File: src/hw/rtl/emrs_pkg.sv
// Shared types and constants for the extent-map read splitter.
package emrs_pkg;

  localparam int OFFSET_W  = 63;
  localparam int LEN_W     = 31;
  localparam int REQ_W     = 32;
  localparam int BLK_W     = 32;
  localparam int SLOT_W    = 3;
  localparam int SHIFT_W   = 5;
  localparam int BYTES_W   = 48;
  localparam int VOL_W     = 49;
  localparam int EXT_CNT_W = 4;
  localparam int CFG_IDX_W = 2;
  localparam int ENTRY_W   = 2 * BLK_W;

  localparam logic [SHIFT_W-1:0] SHIFT_MIN   = 5'd9;
  localparam logic [SHIFT_W-1:0] SHIFT_MAX   = 5'd16;
  localparam logic [SHIFT_W-1:0] SHIFT_RESET = 5'd12;

  localparam int QUEUE_DEPTH = 2;
  localparam int QUEUE_AW    = $clog2(QUEUE_DEPTH);
  localparam int QUEUE_CW    = $clog2(QUEUE_DEPTH + 1);

  typedef enum logic [CFG_IDX_W-1:0] {
    REG_BLOCK_SIZE_LOG2 = 2'd0,
    REG_LOGICAL_SIZE    = 2'd1,
    REG_EXTENTS_IN_USE  = 2'd2
  } cfg_reg_t;

  typedef enum logic [1:0] {
    ST_OK       = 2'd0,
    ST_NEG_LEN  = 2'd1,
    ST_OVERFLOW = 2'd2
  } status_t;

  typedef enum logic [1:0] {
    CMD_LOAD  = 2'd0,
    CMD_NEG   = 2'd1,
    CMD_EMPTY = 2'd2,
    CMD_WALK  = 2'd3
  } cmd_kind_t;

  typedef enum logic {
    BK_IDLE = 1'b0,
    BK_WALK = 1'b1
  } back_state_t;

  // Classified word passed from front to back
  typedef struct packed {
    cmd_kind_t           kind;
    logic [SLOT_W-1:0]   slot;
    logic [BLK_W-1:0]    start_block;
    logic [BLK_W-1:0]    block_count;
    logic [OFFSET_W-1:0] offset;
    logic [LEN_W-1:0]    length;
  } cmd_t;

  // Settings the back end needs while walking
  typedef struct packed {
    logic [SHIFT_W-1:0] shift;
  } walk_cfg_t;

  // Queue handshake between front and back
  typedef struct packed {
    logic full;
    logic head_valid;
  } queue_status_t;

  typedef struct packed {
    logic [VOL_W-1:0] volume_offset;
    logic [LEN_W-1:0] segment_length;
    logic [LEN_W-1:0] buffer_offset;
    status_t          status;
    logic             last;
  } result_t;

endpackage

File: src/hw/rtl/emrs_ram.sv
// Generic single-write, single-read RAM with registered read data.
module emrs_ram #(
  parameter int WIDTH = 64,
  parameter int DEPTH = 8
) (
  input  logic                                   clk,
  input  logic                                   we,
  input  logic [((DEPTH > 1) ? $clog2(DEPTH) : 1)-1:0] waddr,
  input  logic [WIDTH-1:0]                       wdata,
  input  logic [((DEPTH > 1) ? $clog2(DEPTH) : 1)-1:0] raddr,
  output logic [WIDTH-1:0]                       rdata
);

  logic [WIDTH-1:0] mem [DEPTH];

  // Write port and registered read port
  always_ff @(posedge clk) begin
    if (we) begin
      mem[waddr] <= wdata;
    end
    rdata <= mem[raddr];
  end

endmodule

File: src/hw/rtl/emrs_queue.sv
// Short command queue between the classifying front and the walking back end.
module emrs_queue (
  input  logic                   clk,
  input  logic                   rst,
  input  logic                   push,
  input  emrs_pkg::cmd_t         push_data,
  input  logic                   pop,
  output emrs_pkg::cmd_t         head,
  output emrs_pkg::queue_status_t stat
);
  import emrs_pkg::*;

  cmd_t                entries [QUEUE_DEPTH];
  logic [QUEUE_AW-1:0] wr_ptr;
  logic [QUEUE_AW-1:0] rd_ptr;
  logic [QUEUE_CW-1:0] count;

  assign head            = entries[rd_ptr];
  assign stat.full       = (count == QUEUE_CW'(QUEUE_DEPTH));
  assign stat.head_valid = (count != '0);

  // Store pushed words
  always_ff @(posedge clk) begin
    if (push) begin
      entries[wr_ptr] <= push_data;
    end
  end

  // Advance pointers and occupancy
  always_ff @(posedge clk) begin
    if (rst) begin
      wr_ptr <= '0;
      rd_ptr <= '0;
      count  <= '0;
    end else begin
      if (push) begin
        wr_ptr <= wr_ptr + 1'b1;
      end
      if (pop) begin
        rd_ptr <= rd_ptr + 1'b1;
      end
      if (push && !pop) begin
        count <= count + 1'b1;
      end else if (pop && !push) begin
        count <= count - 1'b1;
      end
    end
  end

  a_no_overfill: assert property (@(posedge clk) disable iff (rst)
    count <= QUEUE_CW'(QUEUE_DEPTH))
    else $error("command queue over depth");
  a_pop_nonempty: assert property (@(posedge clk) disable iff (rst)
    pop |-> count != '0)
    else $error("pop from empty command queue");

endmodule

File: src/hw/rtl/emrs_front.sv
// Front end: configuration registers, input acceptance and classification of words.
module emrs_front #(
  parameter int MAX_EXTENTS = 8
) (
  input  logic                                  clk,
  input  logic                                  rst,
  input  logic                                  cfg_we,
  input  logic [emrs_pkg::CFG_IDX_W-1:0]        cfg_index,
  input  logic [emrs_pkg::OFFSET_W-1:0]         cfg_data,
  input  logic                                  in_valid,
  output logic                                  in_ready,
  input  logic                                  func,
  input  logic [emrs_pkg::SLOT_W-1:0]           entry_index,
  input  logic [emrs_pkg::BLK_W-1:0]            entry_start_block,
  input  logic [emrs_pkg::BLK_W-1:0]            entry_block_count,
  input  logic [emrs_pkg::OFFSET_W-1:0]         byte_offset,
  input  logic signed [emrs_pkg::REQ_W-1:0]     request_length,
  input  emrs_pkg::queue_status_t               q_stat,
  output logic                                  push,
  output emrs_pkg::cmd_t                        push_data,
  output emrs_pkg::walk_cfg_t                   walk_cfg,
  output logic [$clog2(MAX_EXTENTS + 1)-1:0]    n_ext
);
  import emrs_pkg::*;

  localparam int CW = $clog2(MAX_EXTENTS + 1);

  logic [SHIFT_W-1:0]   block_size_log2;
  logic [OFFSET_W-1:0]  logical_size;
  logic [EXT_CNT_W-1:0] extents_in_use;

  logic [OFFSET_W-1:0]  avail;
  logic [LEN_W-1:0]     clamped;
  logic                 keep;

  // Hold configuration registers
  always_ff @(posedge clk) begin
    if (rst) begin
      block_size_log2 <= SHIFT_RESET;
      logical_size    <= '0;
      extents_in_use  <= '0;
    end else if (cfg_we) begin
      case (cfg_reg_t'(cfg_index))
        REG_BLOCK_SIZE_LOG2: block_size_log2 <= cfg_data[SHIFT_W-1:0];
        REG_LOGICAL_SIZE:    logical_size    <= cfg_data;
        REG_EXTENTS_IN_USE:  extents_in_use  <= cfg_data[EXT_CNT_W-1:0];
        default: ;
      endcase
    end
  end

  // Clamp block size and extent count into range
  always_comb begin
    if (block_size_log2 < SHIFT_MIN) begin
      walk_cfg.shift = SHIFT_MIN;
    end else if (block_size_log2 > SHIFT_MAX) begin
      walk_cfg.shift = SHIFT_MAX;
    end else begin
      walk_cfg.shift = block_size_log2;
    end
    if (32'(extents_in_use) > 32'(MAX_EXTENTS)) begin
      n_ext = CW'(MAX_EXTENTS);
    end else begin
      n_ext = CW'(extents_in_use);
    end
  end

  // Classify the word and clamp the read length to the file size
  always_comb begin
    avail = logical_size - byte_offset;
    if (byte_offset > logical_size) begin
      clamped = '0;
    end else if (OFFSET_W'(request_length[LEN_W-1:0]) > avail) begin
      clamped = avail[LEN_W-1:0];
    end else begin
      clamped = request_length[LEN_W-1:0];
    end

    push_data.slot        = entry_index;
    push_data.start_block = entry_start_block;
    push_data.block_count = entry_block_count;
    push_data.offset      = byte_offset;
    push_data.length      = clamped;
    keep                  = 1'b1;

    if (!func) begin
      push_data.kind = CMD_LOAD;
      keep           = (32'(entry_index) < 32'(MAX_EXTENTS));
    end else if (request_length[REQ_W-1]) begin
      push_data.kind = CMD_NEG;
    end else if (clamped == '0) begin
      push_data.kind = CMD_EMPTY;
    end else begin
      push_data.kind = CMD_WALK;
    end
  end

  assign in_ready = !q_stat.full;
  assign push     = in_valid && in_ready && keep;

endmodule

File: src/hw/rtl/emrs_back.sv
// Back end: extent table, walk over extents and result word register.
module emrs_back #(
  parameter int MAX_EXTENTS = 8
) (
  input  logic                               clk,
  input  logic                               rst,
  input  emrs_pkg::cmd_t                     head,
  input  emrs_pkg::queue_status_t            q_stat,
  output logic                               pop,
  input  emrs_pkg::walk_cfg_t                walk_cfg,
  input  logic [$clog2(MAX_EXTENTS + 1)-1:0] n_ext,
  output logic                               out_valid,
  input  logic                               out_ready,
  output emrs_pkg::result_t                  result
);
  import emrs_pkg::*;

  localparam int CW = $clog2(MAX_EXTENTS + 1);
  localparam int AW = (MAX_EXTENTS > 1) ? $clog2(MAX_EXTENTS) : 1;

  back_state_t         state, state_next;
  logic [CW-1:0]       idx, idx_next, idx_inc;
  logic [OFFSET_W-1:0] in_ext, in_ext_next;
  logic [LEN_W-1:0]    done, done_next;
  logic [LEN_W-1:0]    left, left_next;
  logic                out_valid_next;
  logic                out_load;
  result_t             result_next;

  logic                ram_we;
  logic [AW-1:0]       raddr;
  logic [ENTRY_W-1:0]  rdata;

  logic [BLK_W-1:0]    ent_start, ent_cnt;
  logic [BYTES_W-1:0]  bytes, vstart, diff;
  logic [VOL_W-1:0]    vol;
  logic [LEN_W-1:0]    seg_len;
  logic                hit, fin, exhausted, out_free, adv;

  emrs_ram #(
    .WIDTH (ENTRY_W),
    .DEPTH (MAX_EXTENTS)
  ) u_table (
    .clk   (clk),
    .we    (ram_we),
    .waddr (AW'(head.slot)),
    .wdata ({head.start_block, head.block_count}),
    .raddr (raddr),
    .rdata (rdata)
  );

  // Evaluate the current extent against the remaining offset and length
  always_comb begin
    ent_start = rdata[ENTRY_W-1:BLK_W];
    ent_cnt   = rdata[BLK_W-1:0];
    bytes     = BYTES_W'(ent_cnt) << walk_cfg.shift;
    vstart    = BYTES_W'(ent_start) << walk_cfg.shift;
    hit       = OFFSET_W'(bytes) > in_ext;
    diff      = bytes - in_ext[BYTES_W-1:0];
    fin       = diff >= BYTES_W'(left);
    seg_len   = fin ? left : diff[LEN_W-1:0];
    vol       = VOL_W'(vstart) + VOL_W'(in_ext[BYTES_W-1:0]);
    exhausted = idx >= n_ext;
    out_free  = !out_valid || out_ready;
    adv       = !exhausted && (!hit || out_free);
    idx_inc   = idx + 1'b1;
  end

  // Next state, queue pop, table write and result word
  always_comb begin
    state_next     = state;
    idx_next       = idx;
    in_ext_next    = in_ext;
    done_next      = done;
    left_next      = left;
    pop            = 1'b0;
    ram_we         = 1'b0;
    out_load       = 1'b0;
    out_valid_next = out_valid && !out_ready;
    result_next    = '{volume_offset: '0, segment_length: '0, buffer_offset: '0,
                       status: ST_OK, last: 1'b1};
    raddr          = '0;

    case (state)
      BK_IDLE: begin
        if (q_stat.head_valid) begin
          case (head.kind)
            CMD_LOAD: begin
              ram_we = 1'b1;
              pop    = 1'b1;
            end
            CMD_NEG: begin
              if (out_free) begin
                pop                = 1'b1;
                out_load           = 1'b1;
                result_next.status = ST_NEG_LEN;
              end
            end
            CMD_EMPTY: begin
              if (out_free) begin
                pop      = 1'b1;
                out_load = 1'b1;
              end
            end
            CMD_WALK: begin
              pop         = 1'b1;
              in_ext_next = head.offset;
              done_next   = '0;
              left_next   = head.length;
              idx_next    = '0;
              state_next  = BK_WALK;
            end
            default: pop = 1'b1;
          endcase
        end
      end
      BK_WALK: begin
        raddr = adv ? idx_inc[AW-1:0] : idx[AW-1:0];
        if (exhausted) begin
          // Out of extents: report overflow with bytes produced so far
          if (out_free) begin
            out_load                  = 1'b1;
            result_next.buffer_offset = done;
            result_next.status        = ST_OVERFLOW;
            state_next                = BK_IDLE;
          end
        end else if (hit) begin
          // Emit one segment from this extent
          if (out_free) begin
            out_load                   = 1'b1;
            result_next.volume_offset  = vol;
            result_next.segment_length = seg_len;
            result_next.buffer_offset  = done;
            result_next.last           = fin;
            done_next                  = done + seg_len;
            left_next                  = left - seg_len;
            in_ext_next                = '0;
            idx_next                   = idx_inc;
            if (fin) begin
              state_next = BK_IDLE;
            end
          end
        end else begin
          // Skip an extent that ends before the start offset
          in_ext_next = in_ext - OFFSET_W'(bytes);
          idx_next    = idx_inc;
        end
      end
      default: state_next = BK_IDLE;
    endcase

    if (out_load) begin
      out_valid_next = 1'b1;
    end
  end

  // Hold control state
  always_ff @(posedge clk) begin
    if (rst) begin
      state     <= BK_IDLE;
      out_valid <= 1'b0;
    end else begin
      state     <= state_next;
      out_valid <= out_valid_next;
    end
  end

  // Hold walk registers and the result word
  always_ff @(posedge clk) begin
    idx    <= idx_next;
    in_ext <= in_ext_next;
    done   <= done_next;
    left   <= left_next;
    if (out_load) begin
      result <= result_next;
    end
  end

  a_idx_in_range: assert property (@(posedge clk) disable iff (rst)
    state == BK_WALK |-> idx <= n_ext)
    else $error("walk index beyond extent count");
  a_left_nonzero: assert property (@(posedge clk) disable iff (rst)
    state == BK_WALK |-> left != '0)
    else $error("walk continues with nothing left to read");
  a_error_shape: assert property (@(posedge clk) disable iff (rst)
    out_valid && result.status != ST_OK |-> result.last && result.segment_length == '0)
    else $error("error result not final or carries data");

endmodule

File: src/hw/rtl/extent_map_read_splitter.sv
// With the back end idle and the output free, a read's first result word passes the command
// queue and the result register if rejected or empty, else also the extent table read and each
// extent skipped. A load needs no free output; a read holds the back end while it visits table
// entries and reports overflow if they run out; a two-word command queue lets input run ahead.
// Reset (synchronous, rst high) empties the queue and output and restores configuration
// defaults; the extent table is not cleared and must be loaded before use.
module extent_map_read_splitter #(
  parameter int MAX_EXTENTS = 8
) (
  input  logic                              clk,
  input  logic                              rst,
  input  logic                              cfg_we,
  input  logic [emrs_pkg::CFG_IDX_W-1:0]    cfg_index,
  input  logic [emrs_pkg::OFFSET_W-1:0]     cfg_data,
  input  logic                              in_valid,
  output logic                              in_ready,
  input  logic                              func,
  input  logic [emrs_pkg::SLOT_W-1:0]       entry_index,
  input  logic [emrs_pkg::BLK_W-1:0]        entry_start_block,
  input  logic [emrs_pkg::BLK_W-1:0]        entry_block_count,
  input  logic [emrs_pkg::OFFSET_W-1:0]     byte_offset,
  input  logic signed [emrs_pkg::REQ_W-1:0] request_length,
  output logic                              out_valid,
  input  logic                              out_ready,
  output logic [emrs_pkg::VOL_W-1:0]        volume_offset,
  output logic [emrs_pkg::LEN_W-1:0]        segment_length,
  output logic [emrs_pkg::LEN_W-1:0]        buffer_offset,
  output logic [1:0]                        status,
  output logic                              last
);
  import emrs_pkg::*;

  localparam int CW = $clog2(MAX_EXTENTS + 1);

  queue_status_t q_stat;
  cmd_t          push_data, head;
  logic          push, pop;
  walk_cfg_t     walk_cfg;
  logic [CW-1:0] n_ext;
  result_t       result;

  emrs_front #(
    .MAX_EXTENTS (MAX_EXTENTS)
  ) u_front (
    .clk               (clk),
    .rst               (rst),
    .cfg_we            (cfg_we),
    .cfg_index         (cfg_index),
    .cfg_data          (cfg_data),
    .in_valid          (in_valid),
    .in_ready          (in_ready),
    .func              (func),
    .entry_index       (entry_index),
    .entry_start_block (entry_start_block),
    .entry_block_count (entry_block_count),
    .byte_offset       (byte_offset),
    .request_length    (request_length),
    .q_stat            (q_stat),
    .push              (push),
    .push_data         (push_data),
    .walk_cfg          (walk_cfg),
    .n_ext             (n_ext)
  );

  emrs_queue u_queue (
    .clk       (clk),
    .rst       (rst),
    .push      (push),
    .push_data (push_data),
    .pop       (pop),
    .head      (head),
    .stat      (q_stat)
  );

  emrs_back #(
    .MAX_EXTENTS (MAX_EXTENTS)
  ) u_back (
    .clk       (clk),
    .rst       (rst),
    .head      (head),
    .q_stat    (q_stat),
    .pop       (pop),
    .walk_cfg  (walk_cfg),
    .n_ext     (n_ext),
    .out_valid (out_valid),
    .out_ready (out_ready),
    .result    (result)
  );

  // Unpack the result word onto the output fields
  assign volume_offset  = result.volume_offset;
  assign segment_length = result.segment_length;
  assign buffer_offset  = result.buffer_offset;
  assign status         = result.status;
  assign last           = result.last;

endmodule

File: config.mk
export PLATFORM = sky130hd
export DESIGN_NAME = extent_map_read_splitter
export DESIGN_NICKNAME = d
export VERILOG_FILES = /design/src/hw/rtl/emrs_pkg.sv /design/src/hw/rtl/emrs_ram.sv /design/src/hw/rtl/emrs_queue.sv /design/src/hw/rtl/emrs_front.sv /design/src/hw/rtl/emrs_back.sv /design/src/hw/rtl/extent_map_read_splitter.sv
export SDC_FILE = /design/constraint.sdc
export NUM_CORES = 2
export LEC_CHECK = 0
export CAP_MARGIN = 20
export CORE_UTILIZATION = 30
export CTS_CLUSTER_DIAMETER = 100
export DETAILED_ROUTE_END_ITERATION = 7
export DONT_BUFFER_PORTS = 1
export GPL_TIMING_DRIVEN = 0
export PLACE_DENSITY = 0.41
export SKIP_CTS_REPAIR_TIMING = 1
export SLEW_MARGIN = 15
export SYNTH_ARGS = -nofsm -noshare
export SYNTH_HDL_FRONTEND = slang
export SYNTH_SLANG_ARGS = --single-unit
export TNS_END_PERCENT = 100
File: constraint.sdc
create_clock -name clk -period 13.25 [get_ports clk]
set_input_delay 2.65 -clock clk [delete_from_list [all_inputs] [get_ports clk]]
set_output_delay 2.65 -clock clk [all_outputs]
set_load 0.05 [all_outputs]
==> out/results.tsv <==
stage	metric	value	unit
synthesis	post_synth_instance_area	64600	um2
die	design.die.area	217000	um2
synthesis	combinational_family_with_the_most_area_after_synthesis	compound AO/OA/AOI/OAI gates	
timing	finalClockSkew	0.0580	ns
synthesis	synth_top_area_cell	sky130_fd_sc_hd__edfxtp_1	
timing	unrepaired_setup_endpoints_after_global_routing	no	
synthesis	yosys.cell_types.count	90	
timing	finalHoldViolCount	0	
detailed_routing	route.layer.met1.wl	105	mm
detailed_routing	routed-wl-met2	104	mm
final_layout	final_instance_count_without_filler_cells	8796	
clock_tree	tritoncts	yes	
setup_path	start_kind	flop	
timing	tightestPinTransition	1.15	ns
synthesis	ys_dominant_reg_cell	sky130_fd_sc_hd__edfxtp_1	
detailed_routing	post-route-drc-count	0	
synthesis	sequential_share_of_the_synthesized_area	0.546	
clock_tree	total_clock_buffers_created_by_cts	147	
detailed_routing	drt_iter0_drc	3734	
synthesis	synth-compound-area-share	0.133	
synthesis	synth.most_common_cell	sky130_fd_sc_hd__edfxtp_1	
synthesis	post_synth_inst_count	5591	
synthesis	netlist_top_cells_area	sky130_fd_sc_hd__edfxtp_1 50%, sky130_fd_sc_hd__mux2i_1 7.3%, sky130_fd_sc_hd__ha_1 6.5%	
global_route	grt_first_pass_wirelength	323	mm
clock_tree	htreeDepth	4	
detailed_routing	top_signal_layer_used	met5	
global_route	grt_overflow	0	
detailed_routing	met3_wirelength	13.3	mm
detailed_routing	overall_routed_net_length	227	mm
placement	dp_cells	8514	
timing	timing.final.max_slew_violations	0	
timing	finalSetupViolCount	0	
setup_path	type_of_element_capturing_the_critical_path	flop	
detailed_routing	post_drt_wl_per_cell	25.8	um
placement	place.port_buffers	0	
clock_tree	worstSkewPairLatency	0.84	ns
synthesis	ys_top_cells_by_count	1081 x sky130_fd_sc_hd__edfxtp_1, 497 x sky130_fd_sc_hd__nand2_1, 473 x sky130_fd_sc_hd__mux2i_1	
clock_tree	cts.clk_slew.worst_paths	0.06	ns
global_route	gr-usage-all-layers	0.205	
global_route	first_global_vias	44700	
timing	timing.setup.tns	0	ns
synthesis	post_synth_and_or_nand_nor_area_fraction	0.0957	
global_route	antenna_violations_before_repair	16	
timing	worst_slew_margin_rel	0.223	
die	row_count	170	
detailed_routing	final_ant_viol_nets	0	
power_and_ir_drop	power-per-cell-area	201	nW/um2
setup_path	worstPathRequired	13.75	ns
flow_run	max-cap-violations	0	
placement	place_hpwl	178	mm
synthesis	number_of_enable_type_register_cells_in_the_synthesized_netlist	1081	
clock_tree	cts_root_buffer	sky130_fd_sc_hd__clkbuf_16	
timing	final_period_minus_worst_setup_slack	12.31	ns
die	die-width	466	um
timing	maxClockFrequency	81.2	MHz
power_and_ir_drop	total_leakage_power	27.9	nW
timing	whs	0.459	ns
synthesis	yosys.area.top_type_share	0.502	
final_layout	areaGrowthSynthToFinish	15.5	%
clock_tree	clock_sink_count	1224	
global_route	grt_max_degree	56	
synthesis	post_synthesis_async_set_or_reset_flop_share	0	
setup_path	timing_worst_setup_path_type	reg -> reg	
synthesis	syn_avg_cell_area	11.6	um2
synthesis	post_synth_adder_cell_area	0.0671	
setup_path	slowest_stage	sky130_fd_sc_hd__dfxtp_1	
timing	final.period_utilization	0.929	
final_layout	finish.utilization	0.348	
hold_path	min_path_type	reg -> reg	
placement	finalWeightedCongestion	0.887	
synthesis	ys.warnings.count	0	
synthesis	synth_mux_area_frac	0.0928	
synthesis	synth-xor-area-share	0.0307	
detailed_routing	dr_total_vias	45100	
setup_path	reg2reg_setup_slack	0.94	ns
synthesis	yosys_register_bits	1224	
die	starting_utilization_of_the_core_area	0.301	
die	core-area	214000	um2
setup_path	critical_path_peak_fanout	10	
die	die_height	466	um
clock_tree	ctsLongestPathBuffers	3	
power_and_ir_drop	p_total	15.0	mW
status	run_status	completed	
detailed_routing	drtPass1Iterations	6	
die	top_level_ports	349	
power_and_ir_drop	worst_ir_drop_on_vdd	0.142	mV
final_layout	layout.nets	6405	
final_layout	drive_gt1_frac	0.0828	
setup_path	critical_path_arrival	12.81	ns
detailed_routing	viasPerCell	5.13	
setup_path	cpPeakStageDelay	0.59	ns
## cell families after synthesis
| family | after synthesis |
|---|---|
| AND/OR/NAND/NOR | 1335 |
| adder cells (fa/ha/maj) | 343 |
| buffers and inverters | 569 |
| XOR/XNOR | 226 |
| other | 2 |
| multiplexers | 567 |
| AO/OA/AOI/OAI | 1325 |
| flip-flops | 1224 |
## state kept, by name, indices dropped and copies added (netlist names), 31 cells and up, named ones only
signal	count
u_front.logical_size	63
u_back.done	31
u_queue.entries	326
u_back.left	31
u_back.in_ext	63
u_back.u_table.mem	512
u_back.result	114
u_back.u_table.rdata	64
## layer usage
metal	track usage	vias up
li1	-	21300
met1	0.282	22400
met2	0.329	1153
met3	0.0430	233
met4	0.0473	12
met5	0	-
## where the power goes
part,switching (mW),internal [mW],leakage [nW],total [mW]
combinational,3.42,1.80,14.4,5.23
clock,1.71,2.30,2.32,4.01
sequential,0.732,5.04,11.1,5.77
## worst max-delay path, delay by kind of cell, from the launching register on
kind	cells	cell delay (ns)
buffers and inverters	5	1.40
AND/OR/NAND/NOR	18	3.62
XOR/XNOR	1	0.26
multiplexers	1	0.42
adder cells (fa/ha/maj)	3	1.24
flip-flops	1	0.59
AO/OA/AOI/OAI	17	4.44
## path summary, 6_finish.rpt
| check | from | endpoint | cells past startpoint |
|---|---|---|---|
| setup / recovery | u_front.block_size_log2[3] | u_back.left[30] | 45 |
| hold / removal | u_front.logical_size[58] | u_front.logical_size[58] | 2 |
| hold reg to reg | u_front.logical_size[58] | u_front.logical_size[58] | 2 |
| setup reg to reg | u_front.block_size_log2[3] | u_back.left[30] | 45 |
## placed cells by master, fill, tap and decap left out, types with 24 or more instances in the layout
cell type and instances:
sky130_fd_sc_hd__o21a_1 44, sky130_fd_sc_hd__clkbuf_1 215, sky130_fd_sc_hd__a31oi_1 34, sky130_fd_sc_hd__o21bai_1 35, sky130_fd_sc_hd__o211ai_1 26, sky130_fd_sc_hd__nor2b_1 50
sky130_fd_sc_hd__o21ai_0 231, sky130_fd_sc_hd__nor2_1 326, sky130_fd_sc_hd__mux2_2 76, sky130_fd_sc_hd__a21oi_1 408, sky130_fd_sc_hd__ha_1 337, sky130_fd_sc_hd__nor3_1 72
sky130_fd_sc_hd__and2_1 54, sky130_fd_sc_hd__buf_2 37, sky130_fd_sc_hd__nor4_1 24, sky130_fd_sc_hd__nand2_1 496, sky130_fd_sc_hd__a222oi_1 64, sky130_fd_sc_hd__conb_1 30
sky130_fd_sc_hd__nand4_1 53, sky130_fd_sc_hd__a211oi_1 39, sky130_fd_sc_hd__xnor2_1 124, sky130_fd_sc_hd__nand3_1 89, sky130_fd_sc_hd__buf_16 28, sky130_fd_sc_hd__or3_1 24
sky130_fd_sc_hd__nand2b_1 34, sky130_fd_sc_hd__inv_1 315, sky130_fd_sc_hd__a21o_1 161, sky130_fd_sc_hd__o22ai_1 60, sky130_fd_sc_hd__a21boi_1 65, sky130_fd_sc_hd__clkbuf_16 150
sky130_fd_sc_hd__dfxtp_1 143, sky130_fd_sc_hd__edfxtp_1 1081, sky130_fd_sc_hd__xor2_1 100, sky130_fd_sc_hd__and3_1 30, sky130_fd_sc_hd__mux2i_1 471
## per-stage QoR
| stage | area (um2) | setup slack, ns |
|---|---|---|
| floorplan | 64700 | 3.04 |
| global placement | 68300 | -3.51 |
| detailed placement | 69700 | -0.762 |
| CTS | 74600 | -0.846 |
| global route | 74700 | 0.118 |
| finish | 74700 | 0.939 |
## area by class of cell
class / count / area, um2
diodes: 6 / 15.0
plain buffers: 254 / 1060
clock buffers: 200 / 4030
clock inverters: 72 / 791
fillers: 21300 / 140000
inverters: 315 / 1180
multi-input cells: 3826 / 27400
flip-flops and latches: 1224 / 35300
well taps: 2838 / 3550
repair buffers: 61 / 1330
Note: power is estimated with default switching activity, not from simulation.
